### src/rtl/hrdl_pkg.sv
`default_nettype none
// ============================================================================
// hrdl_pkg : shared types, constants and microcode for the hash ring lookup
// Field widths, FNV-1a constants, control word layout and the step program.
// ============================================================================
package hrdl_pkg;

    // field widths
    localparam int HASH_W     = 64;
    localparam int ID_W       = 64;
    localparam int SLOT_W     = 11;
    localparam int DISK_W     = 4;
    localparam int CNT_W      = 12;
    localparam int BYTES      = 8;
    localparam int BYTE_IDX_W = 3;

    // defaults for the top-level parameters
    localparam int MAX_POINTS_DEF = 2048;
    localparam int MAX_DISKS_DEF  = 16;

    // 64-bit fnv-1a: prime = 2^40 + 0x1b3
    localparam logic [HASH_W-1:0] FNV_BASIS      = 64'hcbf2_9ce4_8422_2325;
    localparam logic [8:0]        FNV_PRIME_LO   = 9'h1b3;
    localparam int                FNV_PRIME_SHIFT = 40;

    // opcodes
    localparam logic OP_LOAD   = 1'b0;
    localparam logic OP_LOOKUP = 1'b1;

    // microcode step numbers
    localparam int STEP_W = 4;
    localparam logic [STEP_W-1:0] S_IDLE     = 4'd0;
    localparam logic [STEP_W-1:0] S_DISPATCH = 4'd1;
    localparam logic [STEP_W-1:0] S_LOAD     = 4'd2;
    localparam logic [STEP_W-1:0] S_HASH     = 4'd3;
    localparam logic [STEP_W-1:0] S_RD_LAST  = 4'd4;
    localparam logic [STEP_W-1:0] S_CHK_LAST = 4'd5;
    localparam logic [STEP_W-1:0] S_CHK_FST  = 4'd6;
    localparam logic [STEP_W-1:0] S_LOOP     = 4'd7;
    localparam logic [STEP_W-1:0] S_UPDATE   = 4'd8;
    localparam logic [STEP_W-1:0] S_FINAL    = 4'd9;
    localparam logic [STEP_W-1:0] S_EMIT     = 4'd10;
    localparam logic [STEP_W-1:0] S_WRAP     = 4'd11;
    localparam logic [STEP_W-1:0] S_LAST     = 4'd11;

    // memory read address select
    typedef enum logic [2:0] {
        RD_NONE = 3'd0,
        RD_LAST = 3'd1,
        RD_ZERO = 3'd2,
        RD_MID  = 3'd3,
        RD_HI   = 3'd4
    } t_rd;

    // jump conditions
    typedef enum logic [2:0] {
        C_NEXT      = 3'd0,
        C_ALWAYS    = 3'd1,
        C_NO_START  = 3'd2,
        C_LOOKUP    = 3'd3,
        C_HASH_MORE = 3'd4,
        C_ABOVE     = 3'd5,
        C_ATMOST    = 3'd6,
        C_SPAN_DONE = 3'd7
    } t_cond;

    // control word
    typedef struct packed {
        logic              idle;
        logic              wr;
        logic              hash;
        logic              setup;
        logic              upd;
        logic              wrap;
        logic              emit;
        t_rd               rd;
        t_cond             cond;
        logic [STEP_W-1:0] target;
    } t_ctrl;

    // datapath status for the jump conditions
    typedef struct packed {
        logic lookup;
        logic hash_more;
        logic above;
        logic atmost;
        logic span_done;
    } t_stat;

    // the step program
    function automatic t_ctrl ucode(input logic [STEP_W-1:0] step);
        t_ctrl c;
        c = '{idle: 1'b0, wr: 1'b0, hash: 1'b0, setup: 1'b0, upd: 1'b0,
              wrap: 1'b0, emit: 1'b0, rd: RD_NONE, cond: C_NEXT, target: S_IDLE};
        unique case (step)
            S_IDLE: begin
                c.idle   = 1'b1;
                c.cond   = C_NO_START;
                c.target = S_IDLE;
            end
            S_DISPATCH: begin
                c.cond   = C_LOOKUP;
                c.target = S_HASH;
            end
            S_LOAD: begin
                c.wr     = 1'b1;
                c.cond   = C_ALWAYS;
                c.target = S_IDLE;
            end
            S_HASH: begin
                c.hash   = 1'b1;
                c.cond   = C_HASH_MORE;
                c.target = S_HASH;
            end
            S_RD_LAST: begin
                c.setup = 1'b1;
                c.rd    = RD_LAST;
            end
            S_CHK_LAST: begin
                c.rd     = RD_ZERO;
                c.cond   = C_ABOVE;
                c.target = S_WRAP;
            end
            S_CHK_FST: begin
                c.cond   = C_ATMOST;
                c.target = S_WRAP;
            end
            S_LOOP: begin
                c.rd     = RD_MID;
                c.cond   = C_SPAN_DONE;
                c.target = S_FINAL;
            end
            S_UPDATE: begin
                c.upd    = 1'b1;
                c.cond   = C_ALWAYS;
                c.target = S_LOOP;
            end
            S_FINAL: begin
                c.rd = RD_HI;
            end
            S_EMIT: begin
                c.emit   = 1'b1;
                c.cond   = C_ALWAYS;
                c.target = S_IDLE;
            end
            S_WRAP: begin
                c.wrap   = 1'b1;
                c.cond   = C_ALWAYS;
                c.target = S_FINAL;
            end
            default: begin
                c.cond   = C_ALWAYS;
                c.target = S_IDLE;
            end
        endcase
        return c;
    endfunction

endpackage
`default_nettype wire

### src/rtl/hrdl_seq.sv
`default_nettype none
// ============================================================================
// hrdl_seq : microcode sequencer
// Step counter over the control program with conditional jumps.
// ============================================================================
module hrdl_seq (
    input  wire logic            i_clk,
    input  wire logic            i_rst_n,
    input  wire logic            start,
    input  wire hrdl_pkg::t_stat i_stat,
    output hrdl_pkg::t_ctrl      o_ctrl,
    output logic                 o_accept,
    output logic                 busy
);

    logic [hrdl_pkg::STEP_W-1:0] r_step;
    logic [hrdl_pkg::STEP_W-1:0] n_step;
    hrdl_pkg::t_ctrl             w_ctrl;
    logic                        w_take;

    // control word fetch
    always_comb begin
        w_ctrl = hrdl_pkg::ucode(r_step);
    end

    // jump condition select
    always_comb begin
        unique case (w_ctrl.cond)
            hrdl_pkg::C_NEXT:      w_take = 1'b0;
            hrdl_pkg::C_ALWAYS:    w_take = 1'b1;
            hrdl_pkg::C_NO_START:  w_take = !start;
            hrdl_pkg::C_LOOKUP:    w_take = i_stat.lookup;
            hrdl_pkg::C_HASH_MORE: w_take = i_stat.hash_more;
            hrdl_pkg::C_ABOVE:     w_take = i_stat.above;
            hrdl_pkg::C_ATMOST:    w_take = i_stat.atmost;
            hrdl_pkg::C_SPAN_DONE: w_take = i_stat.span_done;
            default:               w_take = 1'b1;
        endcase
        n_step = w_take ? w_ctrl.target : r_step + 1'b1;
    end

    // step counter
    always_ff @(posedge i_clk) begin
        if (!i_rst_n) begin
            r_step <= hrdl_pkg::S_IDLE;
        end else begin
            r_step <= n_step;
        end
    end

    assign o_ctrl   = w_ctrl;
    assign busy     = !w_ctrl.idle;
    assign o_accept = w_ctrl.idle && start;

    // checks
    a_step_range: assert property (@(posedge i_clk) disable iff (!i_rst_n)
        r_step <= hrdl_pkg::S_LAST)
        else $error("step counter outside program");

    a_busy_after_accept: assert property (@(posedge i_clk) disable iff (!i_rst_n)
        o_accept |=> (busy && r_step == hrdl_pkg::S_DISPATCH))
        else $error("accepted item did not start the program");

endmodule
`default_nettype wire

### config.mk
export PLATFORM = sky130hd
export DESIGN_NAME = hrdl_seq
export DESIGN_NICKNAME = d
export VERILOG_FILES = /design/src/rtl/hrdl_pkg.sv /design/src/rtl/hrdl_seq.sv
export SDC_FILE = /design/constraint.sdc
export NUM_CORES = 1
export LEC_CHECK = 0
export BUFFER_PORTS_ARGS = -buffer_cell sky130_fd_sc_hd__buf_2
export CAP_MARGIN = 20
export CORE_MARGIN = 5
export CORE_UTILIZATION = 45
export CTS_CLUSTER_DIAMETER = 150
export DETAILED_ROUTE_END_ITERATION = 6
export GPL_ROUTABILITY_DRIVEN = 0
export GPL_TIMING_DRIVEN = 0
export PLACE_DENSITY = 0.77
export SLEW_MARGIN = 20
export SYNTH_ARGS = -nofsm -noshare
export SYNTH_HDL_FRONTEND = slang
export SYNTH_SLANG_ARGS = --single-unit
### constraint.sdc
create_clock -name i_clk -period 2.8 [get_ports i_clk]
set_input_delay 0.28 -clock i_clk [delete_from_list [all_inputs] [get_ports i_clk]]
set_output_delay 0.28 -clock i_clk [all_outputs]
set_load 0.02 [all_outputs]
Word level (Yosys, flattened, before mapping)
Index checks and enable logic that the tools add are counted.

cells by class
  mux-type cells = 11
  eq/ne operators = 18
  add/subtract/negate cells = 1
  reductions and logical operators = 6

operators by type and width
  kind                                                  count
  one-hot mux 7 bit (9 select lines)                    1
  equality test 4 x 3 -> 1 bit (second input constant)  4
  equality test 4 bit (second input constant)           4
  equality test 3 bit (second input constant)           4
  one-hot mux 3 bit (4 select lines)                    1
  equality test 4 x 2 -> 1 bit (second input constant)  2
  one-hot mux 1 bit (8 select lines)                    1
  two-way mux 1 bit                                     7
  equality test 3 x 2 -> 1 bit (second input constant)  2
  adder 4 x 1 -> 4 bit (second input constant)          1
  equality test 4 x 1 -> 1 bit (second input constant)  1
  zero test 4 bit                                       1
  two-way mux 4 bit                                     1
  equality test 3 x 1 -> 1 bit (second input constant)  1
  zero test 3 bit                                       1
  zero test 1 bit                                       2
  OR reduction 2 bit                                    1
  logical AND 1 bit                                     1

word-level totals
  input bits = 8
  output and inout bits = 19
  register bits after elaboration = 4
  logic and storage cells = 37

Longest topological paths before layout
Gate-level depths: netlist of run 1.

  depth after elaboration = 6
  gate-level depth with buffers = 9

Worst setup path after synthesis of run 1
OpenSTA, ideal clock, no wires.

  path kind = register to register
  from = reg r_step[0] in the netlist's numbering
  to = reg r_step[0] in the netlist's numbering
  stages on the path, launching flop included = 8
  arrival time = 1.869 ns
  path slack = 0.860 ns
  data required time = 2.728 ns
  cells stage by stage = dfxtp_1 -> ha_1 -> buf_4 -> nor2_1 -> o22ai_1 -> a32oi_2 -> mux2i_4 -> mux2i_1

RTL lines
  element                 line            text
  start, declared         hrdl_seq.sv:16  logic [hrdl_pkg::STEP_W-1:0] r_step;
  start signal, assigned  hrdl_seq.sv:45  r_step <= hrdl_pkg::S_IDLE;
  start signal, assigned  hrdl_seq.sv:47  r_step <= n_step;

==> reports/metrics.yaml, run 1 <==
clk_pin_slew_worst_paths_ns: 0.04
synth_commonest_cells: "inv_1 (8), nand2_1 (8), nor2_1 (8), and2_1 (5)"
slew_headroom: 0.748
layout.nets: 123
cp-start-kind: "flip-flop"
clk_path_buf_depth: 2
die_x_um: 46.3
synthFlopType: "dfxtp_1"
drive_above_1_share: 0.394
ctsHoldBuffers: 0
grt_pass1_vias: 603
r2r-end: "r_step[1]"
cts-resized-gates: 0
finalHoldViolCount: 0
syn-num-nets: 92
wl_per_cell_um: 12.3
htree_levels: 1
synth_edf_count: 0
top_regs: "r_step x4"
yosysUniqueCellTypes: 35
synthesis.area_um2: 594
clock_skew_ns: 0.00257
rsz0062_at_grt: "false"
period_share: 0.765
antenna_found_initial: 0
synth-seq-cells: 4
tritoncts: "yes"
track_usage: 0.155
peakVddDrop_mv: 0.557
cp_max_fo: 9
grt_start_max_net_pins: 11
remaining_drc_errors: 0
cp_slowest_stage_delay_ns: 0.52
p_per_area_mw_per_mm2: 1050
ff_latch_area_um2: 80.1
ant_nets: 0
fp.dieH_um: 46.3
rows: 13
hp-class: "input port to flip-flop"
grt_pass1_wl_mm: 2.45
grt_overflow: 0
critical_path_buf_inv_count: 3
antennaDiodeCount: 0
finalSetupViolCount: 0
synth_warnings: 0
layout_min_cycle_time_ns: 2.14
drt_iter0_drc: 12
hold_start: "i_rst_n"
multiInputGateArea_um2: 448
synthTopCellsByArea: "dfxtp_1 (13%), ha_1 (8.4%), mux2i_1 (6.7%)"
postRouteWirelength_mm: 1.52
clk_latency_ns: 0.23
crit_path_end_kind: "primary output"
fmax_ghz: 0.467
timing.setup.tns_ns: 0
status: "complete, no violations"
cts_setup_buffers: 0
cts-root-buf: "clkbuf_4"
numClockSinks: 4
nFillCells: 126
coreArea_mm2: 0.00127
worstSetupPathType: "flip-flop to primary output"
drv_cap: 0
cellLeakagePower_nw: 0.436
total_power_uw: 804
cp_slowest_cell: "or4_1"
required_ns: 2.52
drt_pre_antenna_iters: 4
synth_seq_area_share: 0.135
tightest_slew_ns: 0.375
yosysTopAreaCellShare: 0.135
top_register: "r_step"
route.vias.total: 662
holdPathStages: 3
reg2reg_from: "r_step[1]"
port_buffers: 26
syn_avg_cell_area_um2: 7.43
cp_cell_sequence: "inv_1 > ha_1 > buf_4 > or4_1 > o21a_2 > buf_2"
area_growth_pct: 28.8
dieArea_mm2: 0.00215
final_core_util: 0.604
cts_buffers: 3
reg2reg_depth: 9
postSynthCellCount: 80
cp.arrival_ns: 1.86
largest_reg_flops: 4
async_reset_ff_frac: 0
reg2reg_setup_slack_ns: 0.78
yosys.area.top_type: "dfxtp_1"
maxSlewViolCount: 0
initial_core_util: 0.468
ios: 27
vias_per_cell: 5.34
min_to: "r_step[3]"
dp_hpwl_mm: 1.25
crit_family: "simple AND/OR/NAND/NOR gates"
-- worst max-delay path by stage --
stage / startpoint / to / depth (start not counted)
CTS: r_step[1] / o_ctrl[4] / 6
floorplan: r_step[0] / r_step[0] / 7
finish: r_step[1] / o_ctrl[4] / 6
global route: r_step[1] / o_ctrl[4] / 6
detailed placement: r_step[1] / r_step[1] / 9
global placement: r_step[1] / r_step[3] / 9
-- worst min-delay path: stages --
cell,delay [ns]
buf_2,0.14
nand2_1,0.06
mux2i_1,0.05
-- final cells by class --
class | instances | share of cell area
clock buffers | 3 | 0.0294
well taps | 15 | 0.0245
flip-flops and latches | 4 | 0.105
multi-input cells | 62 | 0.585
plain buffers | 6 | 0.0474
repair buffers | 26 | 0.170
inverters | 8 | 0.0392
-- cell usage in the layout, fill, tap and decap left out, drive strengths merged --
cell type and n:
buf 31, nor2 9, nand2 8, inv 8
and2 5, mux2i 5, ha 4, dfxtp 4
clkbuf 4, a21oi 3, or4 3, nand2b 2
nor3 2, o22ai 2, o221a 2, o31ai 2
and2b 1, nor3b 1, a31oi 1, o21a 1
or3 1, or2 1, a21o 1, o21bai 1
and3 1, nand3 1, xnor2 1, a32oi 1
a2111oi 1, xor2 1, o21ai 1
-- power breakdown --
part	total (mW)	switching [mW]	internal (mW)
clock network	0.0696	0.0218	0.0478
logic	0.646	0.387	0.259
registers	0.0876	0.0148	0.0728
-- cells by family after synthesis --
group | synth area share
and+or+nand+nor | 0.305
AOI/OAI and AO/OA | 0.229
DFF | 0.135
adders and majority gates | 0.0842
buffers and inverters | 0.112
muxes | 0.105
xor gates and xnor gates | 0.0295
-- metrics by stage --
stage	setup slack [ns]	instances	cell area, µm²	hold slack (ns)
detailed placement	0.764	121	743	0.598
global route	0.578	124	766	0.385
CTS	0.646	124	766	0.356
finish	0.659	124	766	0.360
floorplan	0.860	80	594	0.418
global placement	0.808	121	743	0.582
-- layer usage --
layer	wire, µm	global-route usage	vias up
met4	0	0.0795	0
met5	0	0	-
li1	-	-	333
met2	743	0.253	28
met3	128	0.0156	0
met1	652	0.197	301
Note: power is estimated with default switching activity, not from simulation.
==> run 2: changes to the inputs <==
Settings changed: ABC_AREA set to 1, PLACE_DENSITY 0.77 to 0.76.
Clock period 2.8 ns to 2 ns, I/O delays scaled along.
==> run 2 against run 1 <==
Against the previous run: power rose by 98%; via count fell by 2.3%; synthesized area rose by 10%; clock skew barely moved; synthesized cell count rose by 21%; combinational power rose by 110%; register-to-register slack got worse by 0.56 ns; sequential cell count did not move; cell count rose by 14%; final area rose by 7.8%; hold slack got worse by 0.12 ns; largest power group unchanged.
==> reports/metrics.yaml, run 2 <==
dp_hpwl_mm: 1.22
synth_warnings: 0
tritoncts: "yes"
syn_avg_cell_area_um2: 6.75
dieArea_mm2: 0.00232
reg2reg_setup_slack_ns: 0.22
r2r-end: "r_step[0]"
cp_cell_sequence: "inv_1 > ha_1 > nand3_2 > nand2_1 > nor2_2 > inv_1 > nor2_1 > inv_1 > buf_2"
clock_skew_ns: 0.00227
drv_cap: 0
min_to: "r_step[1]"
ios: 27
hp-class: "input port to flip-flop"
yosys.area.top_type: "dfxtp_1"
slew_headroom: 0.816
top_regs: "r_step x4"
cp_slowest_stage_delay_ns: 0.36
mostFrequentLayoutCells: "buf_2 (26), inv_1 (15), nand2_1 (13)"
synth-seq-cells: 4
clk_pin_slew_worst_paths_ns: 0.04
layout.nets: 140
finalSetupViolCount: 0
dr.max_layer_used: "met4"
cp-start-kind: "flip-flop"
power_switching_uw: 953
crit_family: "simple AND/OR/NAND/NOR gates"
cts_buffers: 3
remaining_drc_errors: 0
p_comb_frac: 0.852
total_power_mw: 1.59
top_register: "r_step"
cp.arrival_ns: 1.67
maxSlewViolCount: 0
antenna_found_initial: 0
coreArea_mm2: 0.00133
rows: 13
period_share: 0.936
required_ns: 1.80
tightest_slew_ns: 0.276
cts-resized-gates: 0
holdPathStages: 3
finalHoldViolCount: 0
antennaDiodeCount: 0
ant_nets: 0
initial_core_util: 0.491
async_reset_ff_frac: 0
drive_above_1_share: 0.508
synth_seq_area_share: 0.122
die_x_um: 48.1
clk_path_buf_depth: 2
swShare: 0.600
synthFlopType: "dfxtp_1"
p_seq_frac: 0.085
hold_start: "i_rst_n"
wl_per_cell_um: 9.94
grt_pass1_vias: 571
p_per_area_mw_per_mm2: 1920
ctsHoldBuffers: 0
cp_slowest_cell: "dfxtp_1"
final_common_cell: "buf_2"
vias_per_cell: 4.59
port_buffers: 26
htree_levels: 1
grt_start_max_net_pins: 9
critical_path_buf_inv_count: 4
grt_pass1_wl_mm: 2.27
wl_met3_um: 120
worstSetupPathType: "flip-flop to primary output"
cts-root-buf: "clkbuf_4"
timing.setup.tns_ns: 0
worstSetupPathDepth: 9
synth_edf_count: 0
crit_path_end_kind: "primary output"
postRouteWirelength_mm: 1.40
m1WireLength_um: 611
synthTopCellsByArea: "dfxtp_1 (12%), inv_1 (8.6%), ha_1 (7.6%)"
finalInstanceArea_um2: 826
synth_commonest_cells: "inv_1 (15), nand2_1 (13), nor2_1 (12), nand2_2 (8), nor2_2 (6)"
reg2reg_from: "r_step[0]"
drt_pre_antenna_iters: 4
layout_min_cycle_time_ns: 1.87
fp.dieH_um: 48.1
yosysUniqueCellTypes: 22
drt_iter0_drc: 9
fmax_ghz: 0.534
rsz0062_at_grt: "false"
status: "complete, no violations"
p_clk_frac: 0.063
yosysTopAreaCellShare: 0.122
p_int_uw: 636
reg2reg_depth: 14
track_usage: 0.137
dpl_cell_area_um2: 803
cts_setup_buffers: 0
grt_overflow: 0
peakVddDrop_mv: 0.969
area_growth_pct: 26.2
clk_latency_ns: 0.24
wl_met2_um: 643
route.vias.total: 647
synth.most_common_cell: "inv_1"
syn-num-nets: 109
crit_start: "r_step[0]"
cellLeakagePower_nw: 0.513
synthesis.area_um2: 654
largest_reg_flops: 4
path_common_cell: "inv_1"
cp_max_fo: 4
postSynthCellCount: 97
numClockSinks: 4
## run 2: logic make-up (layout without fill, tap and decap cells)
kind of cell             Yosys count  in the layout  synth area share
XOR/XNOR                           2              2            0.0268
adder cells (fa/ha/maj)            4              4            0.0765
buffers and inverters             22             51             0.164
AO/OA/AOI/OAI                      7              7            0.0631
flip-flops                         4              4             0.122
AND/OR/NAND/NOR                   58             58             0.547
## run 2: final cells by class
| class | instances | area, µm² |
|---|---|---|
| fill | 132 | 508 |
| multi-input combinational | 71 | 467 |
| timing repair buffer | 26 | 130 |
| inverter | 20 | 85.1 |
| sequential | 4 | 80.1 |
| clock buffer | 3 | 22.5 |
| buffer | 2 | 22.5 |
| tap | 15 | 18.8 |
## run 2: worst register-to-register path, cell delays in order, from the launching register on
cell	delay [ns]
dfxtp_1	0.36
inv_1	0.10
ha_1	0.24
inv_1	0.17
nor2_4	0.08
inv_2	0.07
nand2_2	0.07
nor2_4	0.08
nand2_2	0.07
nor2_2	0.12
nand2_2	0.08
nand2_4	0.09
nand2_1	0.05
nand2_1	0.08
nor2_2	0.03
## run 2: power groups by stage
stage / clock network (mW) / registers (mW) / logic (mW)
2_1_floorplan: 0 / 0.132 / 1.08
3_3_place_gp: 0 / 0.135 / 1.35
3_5_place_dp: 0 / 0.137 / 1.36
4_1_cts: 0.106 / 0.136 / 1.37
5_1_grt: 0.111 / 0.139 / 1.49
6_report: 0.0997 / 0.135 / 1.35
## run 2: worst max path at each step
stage / to
detailed placement: r_step[1]
finish: o_ctrl[1]
CTS: o_ctrl[0]
global route: o_ctrl[0]
floorplan: r_step[3]
global placement: r_step[0]
## run 2: metal layers
metal	up-vias	global-route usage
li1	352	-
met1	269	0.158
met2	23	0.253
met3	3	0.0111
met4	0	0.0645
met5	-	0
## run 2: per-stage QoR
stage / hold slack (ns) / worst slack [ns] / cells / utilization
finish: 0.240 / 0.129 / 141 / 0.619
global route: 0.249 / 0.00817 / 141 / 0.619
CTS: 0.237 / 0.115 / 141 / 0.619
detailed placement: 0.485 / 0.209 / 138 / 0.602
global placement: 0.473 / 0.244 / 138 / 0.602
floorplan: 0.335 / 0.287 / 97 / -
